==> src/sv/dmc_pkg.sv <==
// Shared types and constants for the direct-mapped write-through cache core.
// Depends on nothing; used by every other file through scoped names.
`default_nettype none

package dmc_pkg;

    // Fixed field widths of the request and result channels
    localparam int ADDR_W = 12;
    localparam int WORD_W = 32;
    localparam int TAG_W  = 12;
    localparam int LINE_W = 10;
    localparam int OFFS_W = 4;
    localparam int LOG_W  = 5;

    // Configuration port
    localparam int PADDR_W = 4;
    localparam int PDATA_W = 32;
    localparam int CFG_IDX_W = 2;

    localparam logic [CFG_IDX_W-1:0] REG_MEM_LOG   = 2'd0;
    localparam logic [CFG_IDX_W-1:0] REG_CACHE_LOG = 2'd1;
    localparam logic [CFG_IDX_W-1:0] REG_BLOCK_LOG = 2'd2;

    localparam int MEM_LOG_REG_W   = 4;
    localparam int CACHE_LOG_REG_W = 4;
    localparam int BLOCK_LOG_REG_W = 3;

    localparam logic [MEM_LOG_REG_W-1:0]   RST_MEM_LOG   = 4'd12;
    localparam logic [CACHE_LOG_REG_W-1:0] RST_CACHE_LOG = 4'd10;
    localparam logic [BLOCK_LOG_REG_W-1:0] RST_BLOCK_LOG = 3'd2;

    // Smallest memory size log2 the core will run with
    localparam int MEM_MIN_LOG = 4;

    // Controller to datapath
    typedef struct packed {
        logic accept;
        logic sweep_start;
        logic sweep_step;
        logic tag_rd;
        logic tag_chk;
        logic tag_wr;
        logic fill_start;
        logic fill_step;
        logic wr;
        logic data_rd;
        logic out_load;
    } t_cmd;

    // Datapath to controller
    typedef struct packed {
        logic oor;
        logic hit;
        logic is_write;
        logic fill_done;
        logic sweep_last;
    } t_status;

    // Elaboration-time helper for parameter-derived sizes
    function automatic int f_floor_log2(input int x);
        int n;
        int v;
        n = 0;
        v = x;
        while (v > 1) begin
            v = v >> 1;
            n = n + 1;
        end
        return n;
    endfunction

endpackage

`default_nettype wire

==> src/sv/dmc_ctrl.sv <==
// Sequencing state machine of the cache core: lookup, fill, update, result.
// Depends on dmc_pkg for the command and status structs.
`default_nettype none

module dmc_ctrl (
    input  wire logic             i_clk,
    input  wire logic             i_rst_n,
    input  wire logic             i_valid,
    output logic                  o_stall,
    output logic                  o_valid,
    input  wire logic             i_stall,
    input  wire logic             i_cfg_wr,
    input  wire dmc_pkg::t_status i_status,
    output dmc_pkg::t_cmd         o_cmd
);

    localparam logic [2:0] S_CLR  = 3'd0;
    localparam logic [2:0] S_IDLE = 3'd1;
    localparam logic [2:0] S_TAG  = 3'd2;
    localparam logic [2:0] S_CHK  = 3'd3;
    localparam logic [2:0] S_FILL = 3'd4;
    localparam logic [2:0] S_WR   = 3'd5;
    localparam logic [2:0] S_RD   = 3'd6;
    localparam logic [2:0] S_DONE = 3'd7;

    logic [2:0] r_state, n_state;
    logic       r_out_valid, n_out_valid;

    always_comb begin
        n_state = r_state;
        o_cmd   = '0;
        case (r_state)
            S_CLR: begin
                o_cmd.sweep_step = 1'b1;
                if (i_status.sweep_last) begin
                    n_state = S_IDLE;
                end
            end
            S_IDLE: begin
                if (i_valid) begin
                    o_cmd.accept = 1'b1;
                    n_state      = S_TAG;
                end
            end
            S_TAG: begin
                if (i_status.oor) begin
                    n_state = S_DONE;
                end else begin
                    o_cmd.tag_rd = 1'b1;
                    n_state      = S_CHK;
                end
            end
            S_CHK: begin
                o_cmd.tag_chk = 1'b1;
                if (i_status.hit) begin
                    n_state = i_status.is_write ? S_WR : S_RD;
                end else begin
                    o_cmd.tag_wr     = 1'b1;
                    o_cmd.fill_start = 1'b1;
                    n_state          = S_FILL;
                end
            end
            S_FILL: begin
                o_cmd.fill_step = 1'b1;
                if (i_status.fill_done) begin
                    n_state = i_status.is_write ? S_WR : S_RD;
                end
            end
            S_WR: begin
                o_cmd.wr = 1'b1;
                n_state  = S_DONE;
            end
            S_RD: begin
                o_cmd.data_rd = 1'b1;
                n_state       = S_DONE;
            end
            S_DONE: begin
                if (!r_out_valid || !i_stall) begin
                    o_cmd.out_load = 1'b1;
                    n_state        = S_IDLE;
                end
            end
            default: begin
                n_state = S_CLR;
            end
        endcase
        // size change restarts the sweep
        if (i_cfg_wr) begin
            o_cmd             = '0;
            o_cmd.sweep_start = 1'b1;
            n_state           = S_CLR;
        end
    end

    always_comb begin
        if (o_cmd.out_load) begin
            n_out_valid = 1'b1;
        end else if (!i_stall) begin
            n_out_valid = 1'b0;
        end else begin
            n_out_valid = r_out_valid;
        end
    end

    always_ff @(posedge i_clk) begin
        if (!i_rst_n) begin
            r_state     <= S_CLR;
            r_out_valid <= 1'b0;
        end else begin
            r_state     <= n_state;
            r_out_valid <= n_out_valid;
        end
    end

    assign o_stall = (r_state != S_IDLE);
    assign o_valid = r_out_valid;

endmodule

`default_nettype wire

==> config.mk <==
export PLATFORM = sky130hd
export DESIGN_NAME = dmc_ctrl
export DESIGN_NICKNAME = d
export VERILOG_FILES = /design/src/sv/dmc_pkg.sv /design/src/sv/dmc_ctrl.sv
export SDC_FILE = /design/constraint.sdc
export NUM_CORES = 1
export LEC_CHECK = 0
export BUFFER_PORTS_ARGS = -buffer_cell sky130_fd_sc_hd__clkbuf_2
export CAP_MARGIN = 15
export CELL_PAD_IN_SITES_DETAIL_PLACEMENT = 0
export CELL_PAD_IN_SITES_GLOBAL_PLACEMENT = 1
export CORE_UTILIZATION = 24
export CTS_CLUSTER_DIAMETER = 60
export DETAILED_ROUTE_END_ITERATION = 16
export PLACE_DENSITY = 0.77
export SLEW_MARGIN = 30
export SYNTH_ARGS = -nofsm -noshare
export SYNTH_HDL_FRONTEND = slang
export SYNTH_SLANG_ARGS = --single-unit
==> constraint.sdc <==
create_clock -name i_clk -period 0.98 [get_ports i_clk]
set_input_delay 0.049 -clock i_clk [delete_from_list [all_inputs] [get_ports i_clk]]
set_output_delay 0.049 -clock i_clk [all_outputs]
set_load 0.005 [all_outputs]
==> Word-level counts from Yosys, hierarchy flattened <==
Cells that the tools add are included.
{ "word_totals": {"register_bits": 4, "latch_bits": 0, "mem_bits_rw": 0, "mem_bits_ro": 0, "input_bits": 10, "output_inout_bits": 13, "word_cells": 46, "memories": 0} }
{ "op_classes": {"add_sub_neg": 0, "mul": 0, "div": 0, "n_lt_le_gt_ge": 0, "eq_ne": 13, "n_shift": 0, "mux": 23, "bitwise_logic": 1, "reduce_logical": 7} }
{ "op_table": {"columns": ["op", "n"], "rows": [
  ["$pmux W3 S7", 1],
  ["$mux W3", 6],
  ["$eq A3 B3 Y1 const B", 4],
  ["$mux W1", 12],
  ["$mux W11", 1],
  ["$ne A2 B2 Y1 const B", 4],
  ["$eq A3 B2 Y1 const B", 2],
  ["$mux W2", 3],
  ["$reduce_and A4 Y1", 1],
  ["$reduce_or A2 Y1", 2],
  ["$eq A3 B1 Y1 const B", 1],
  ["$logic_not A3 Y1", 1],
  ["$ne A3 B1 Y1 const B", 1],
  ["$logic_not A1 Y1", 2],
  ["$ne A2 B1 Y1 const B", 1],
  ["$logic_or A1 B1 Y1", 1],
  ["$not A1 Y1", 1]
]} }

==> Depth between registers and ports, before layout <==
{ "logic_depth": {"depth_word": 6, "ltp_mapped": 5, "depth_no_buf": 3} }

==> Worst setup path after synthesis <==
No wires, ideal clock.
{ "synth_path": {"kind": "register to output", "start": "register r_state[2]", "end": "output o_cmd[5] (netlist name)", "arrival_ns": 1.028, "required_time_ns": 0.931, "slack_ns": -0.097, "stages_incl_launch_ff": 5, "path_buffers": 2, "path_cell_list": "dfxtp_1 -> buf_6 -> nand2b_1 -> nor3_1 -> buf_4"} }
{ "synth_rtl": {"columns": ["item", "line", "rtl"], "rows": [
  ["from (decl)", "dmc_ctrl.sv:26", "logic [2:0] r_state, n_state;"],
  ["from (signal assigned)", "dmc_ctrl.sv:110", "r_state <= n_state;"],
  ["to (decl)", "dmc_ctrl.sv:14", "output dmc_pkg::t_cmd o_cmd"]
]} }

==> out/results.ini <==
[setup_path]
startpoint_type = flop
crit_type = reg2out
cp_max_fo = 6
cp_data_arrival_time_ps = 1180
worstPathRequired_ps = 930
endpoint_kind = output port

[synth]
yosys-top-cells-area = dfxtp_1 22%, buf_4 8.1%, buf_6 6.1%, nand2b_1 5.1%, nor2b_1 5.1%
synth_top_family_by_area = simple AND/OR/NAND/NOR gates
avgSynthCellArea_sq_um = 7.88
netlist.area_leader.share_pct = 21.6
ys_seq_elements = 4
ys_warn_count = 0
ys_seq_area_share_pct = 21.6
ys.flop_type = dfxtp_1
synth-edff-count = 0
synth_area_leader_cell = dfxtp_1
synth_commonest_cells = 4 x buf_4, 4 x dfxtp_1
synth_nets = 57
synthArstFlopShare_pct = 0
synthXorXnorAreaFrac_pct = 0
synth_fa_ha_area_share_pct = 0
synth-simple-area-share_pct = 41.9
netlist_instances = 47
syn-cell-area_sq_um = 370
synth_compound_area_share_pct = 22.3
ys_types = 23
synthMuxAreaShare_pct = 0

[sta]
finalHoldViolations = 0
max_freq_mhz = 816
fin_crit_sh_pct = 125
tightest_slew_ps = 274
slew_violations = 0
setup_tns_ps = -2380
finalSetupViolCount = 15
maxSlewHeadroom_pct = 81.7
whs_ps = 96.6
finalCriticalPeriod_ps = 1230
worst_slack_ps = -246
skew_ps = 10.9
rsz0062_at_grt = yes

[global_routing]
grt_pass1_wl_um = 1700
grt_pass1_vias = 401
grt_overflow = 0
track_usage_pct = 15.8
grt_max_degree = 8
antenna_found_initial = 0

[final_layout]
final_core_util_pct = 53.0
n_antenna_cell = 0
n_fill_cell = 134
finalNonFillerCells = 97
area_growth_pct = 95.6
drive_above_1_share_pct = 72.0
fin_nets = 93

[floorplanning]
rows = 13
dieArea_sq_um = 1700
io_pins = 23
core_area_sq_um = 1370
floorplan.die.width_um = 41.3
die_height_um = 41.3
start_util_pct = 27.1

[clock_tree]
cts_tree = done
clock_latency_ps = 240
ctsHtreeMaxLevel = 1
clock-sinks = 4
hold_buffers = 0
clkTransAtPathRegs_ps = 40
cts_buffers = 3
clockBufferDepth = 2
cts_root_buf = clkbuf_4

[power]
power.leakage_uw = 0.000328
peakVddDrop_mv = 0.661
cellPowerDensity_nw_per_um2 = 668

[placement]
port-buffer-count = 22
dp_cells = 87
dp_hpwl_um = 802
gp_congestion = 0.711

[run]
max_cap_viol_count = 0

[route]
vias = 473
drt-initial-drc-count = 5
drc = 0
wl_um = 1210
wl_per_cell_um = 12.4
via_per_inst = 4.88
ant_nets = 0
dr.pass1.iters = 3

[run_status]
violations = setup timing
status = finished with violations

[hold_path]
hold_path.class = in2reg

-- per-layer routing --
layer / global-route usage [%] / vias to the layer above / part of all wire, %
met4: 0 / 0 / 0
met1: 18.5 / 214 / 44
li1: - / 246 / -
met3: 9.78 / 0 / 5.2
met2: 25.8 / 13 / 51
met5: 0 / - / 0
-- cell type report --
cell class | instances | area [sq um] | share of cell area (%)
Tap cell | 15 | 18.8 | 2.59
Timing Repair Buffer | 37 | 249 | 34.4
Multi-Input combinational cell | 37 | 339 | 46.8
Clock buffer | 4 | 26.3 | 3.63
Sequential cell | 4 | 91.3 | 12.6
-- per-stage QoR --
stage	area (sq um)	total power, uW	setup slack (ps)
floorplan	397	203	-12.6
global placement	537	240	-116
detailed placement	537	241	-122
CTS	673	478	-270
global route	724	521	-323
finish	724	484	-246
-- logic make-up after synthesis --
kind of cell,count (synthesis)
and+or+nand+nor,26
AOI/OAI and AO/OA,11
buffers and inverters,6
DFF,4
-- repair_timing --
action | 4_1_cts | 5_1_grt
gates resized for setup | 14 | 18
cloned | 0 | 0
setup buffers | 6 | 0
endpoints found under the setup margin | 15 | 15
pin swaps | 4 | 7
-- where the power goes --
part | leakage (uW) | internal (uW) | total, uW | switching (uW)
clock | 0.0000150 | 153 | 224 | 71.4
combinational | 0.000279 | 50.5 | 94.2 | 43.6
sequential | 0.0000347 | 159 | 165 | 5.88
total | 0.000328 | 363 | 484 | 121
-- sequential cells by signal, indices dropped and copies added, names as in the netlist --
signal   flops
r_state      3
o_valid      1
-- critical path, cell delays in order (launching register included) --
cell and delay, ps:
dfxtp_4 400, nand2_4 70, or2_4 240, a21oi_2 100, clkbuf_2 120
-- cell usage in the layout, fill, tap and decap left out, drive strengths merged --
master	synthesis	final
a21oi	3	3
nor2b	3	3
or2	3	3
o221ai	2	2
o221a	1	1
nor3	3	3
nand2	3	3
nor4b	1	1
nor3b	2	2
o21a	1	1
buf	6	22
a21boi	1	1
nand2b	3	3
o311ai	1	1
nand4b	1	1
clkbuf	0	19
nor2	3	3
a211o	1	1
dfxtp	4	4
nand3	2	2
o22ai	1	1
nor4	2	2
-- path summary, 6_finish.rpt --
| kind | from | cells past startpoint | to | slack [ps] |
|---|---|---|---|---|
| setup / recovery | r_state[0] | 4 | o_cmd[0] | -250 |
| hold / removal | i_rst_n | 2 | o_valid | 100 |
| setup reg to reg | r_state[2] | 5 | r_state[0] | -220 |
| hold reg to reg | o_valid | 2 | r_state[1] | 520 |
Power figures use the tool's default switching activity.
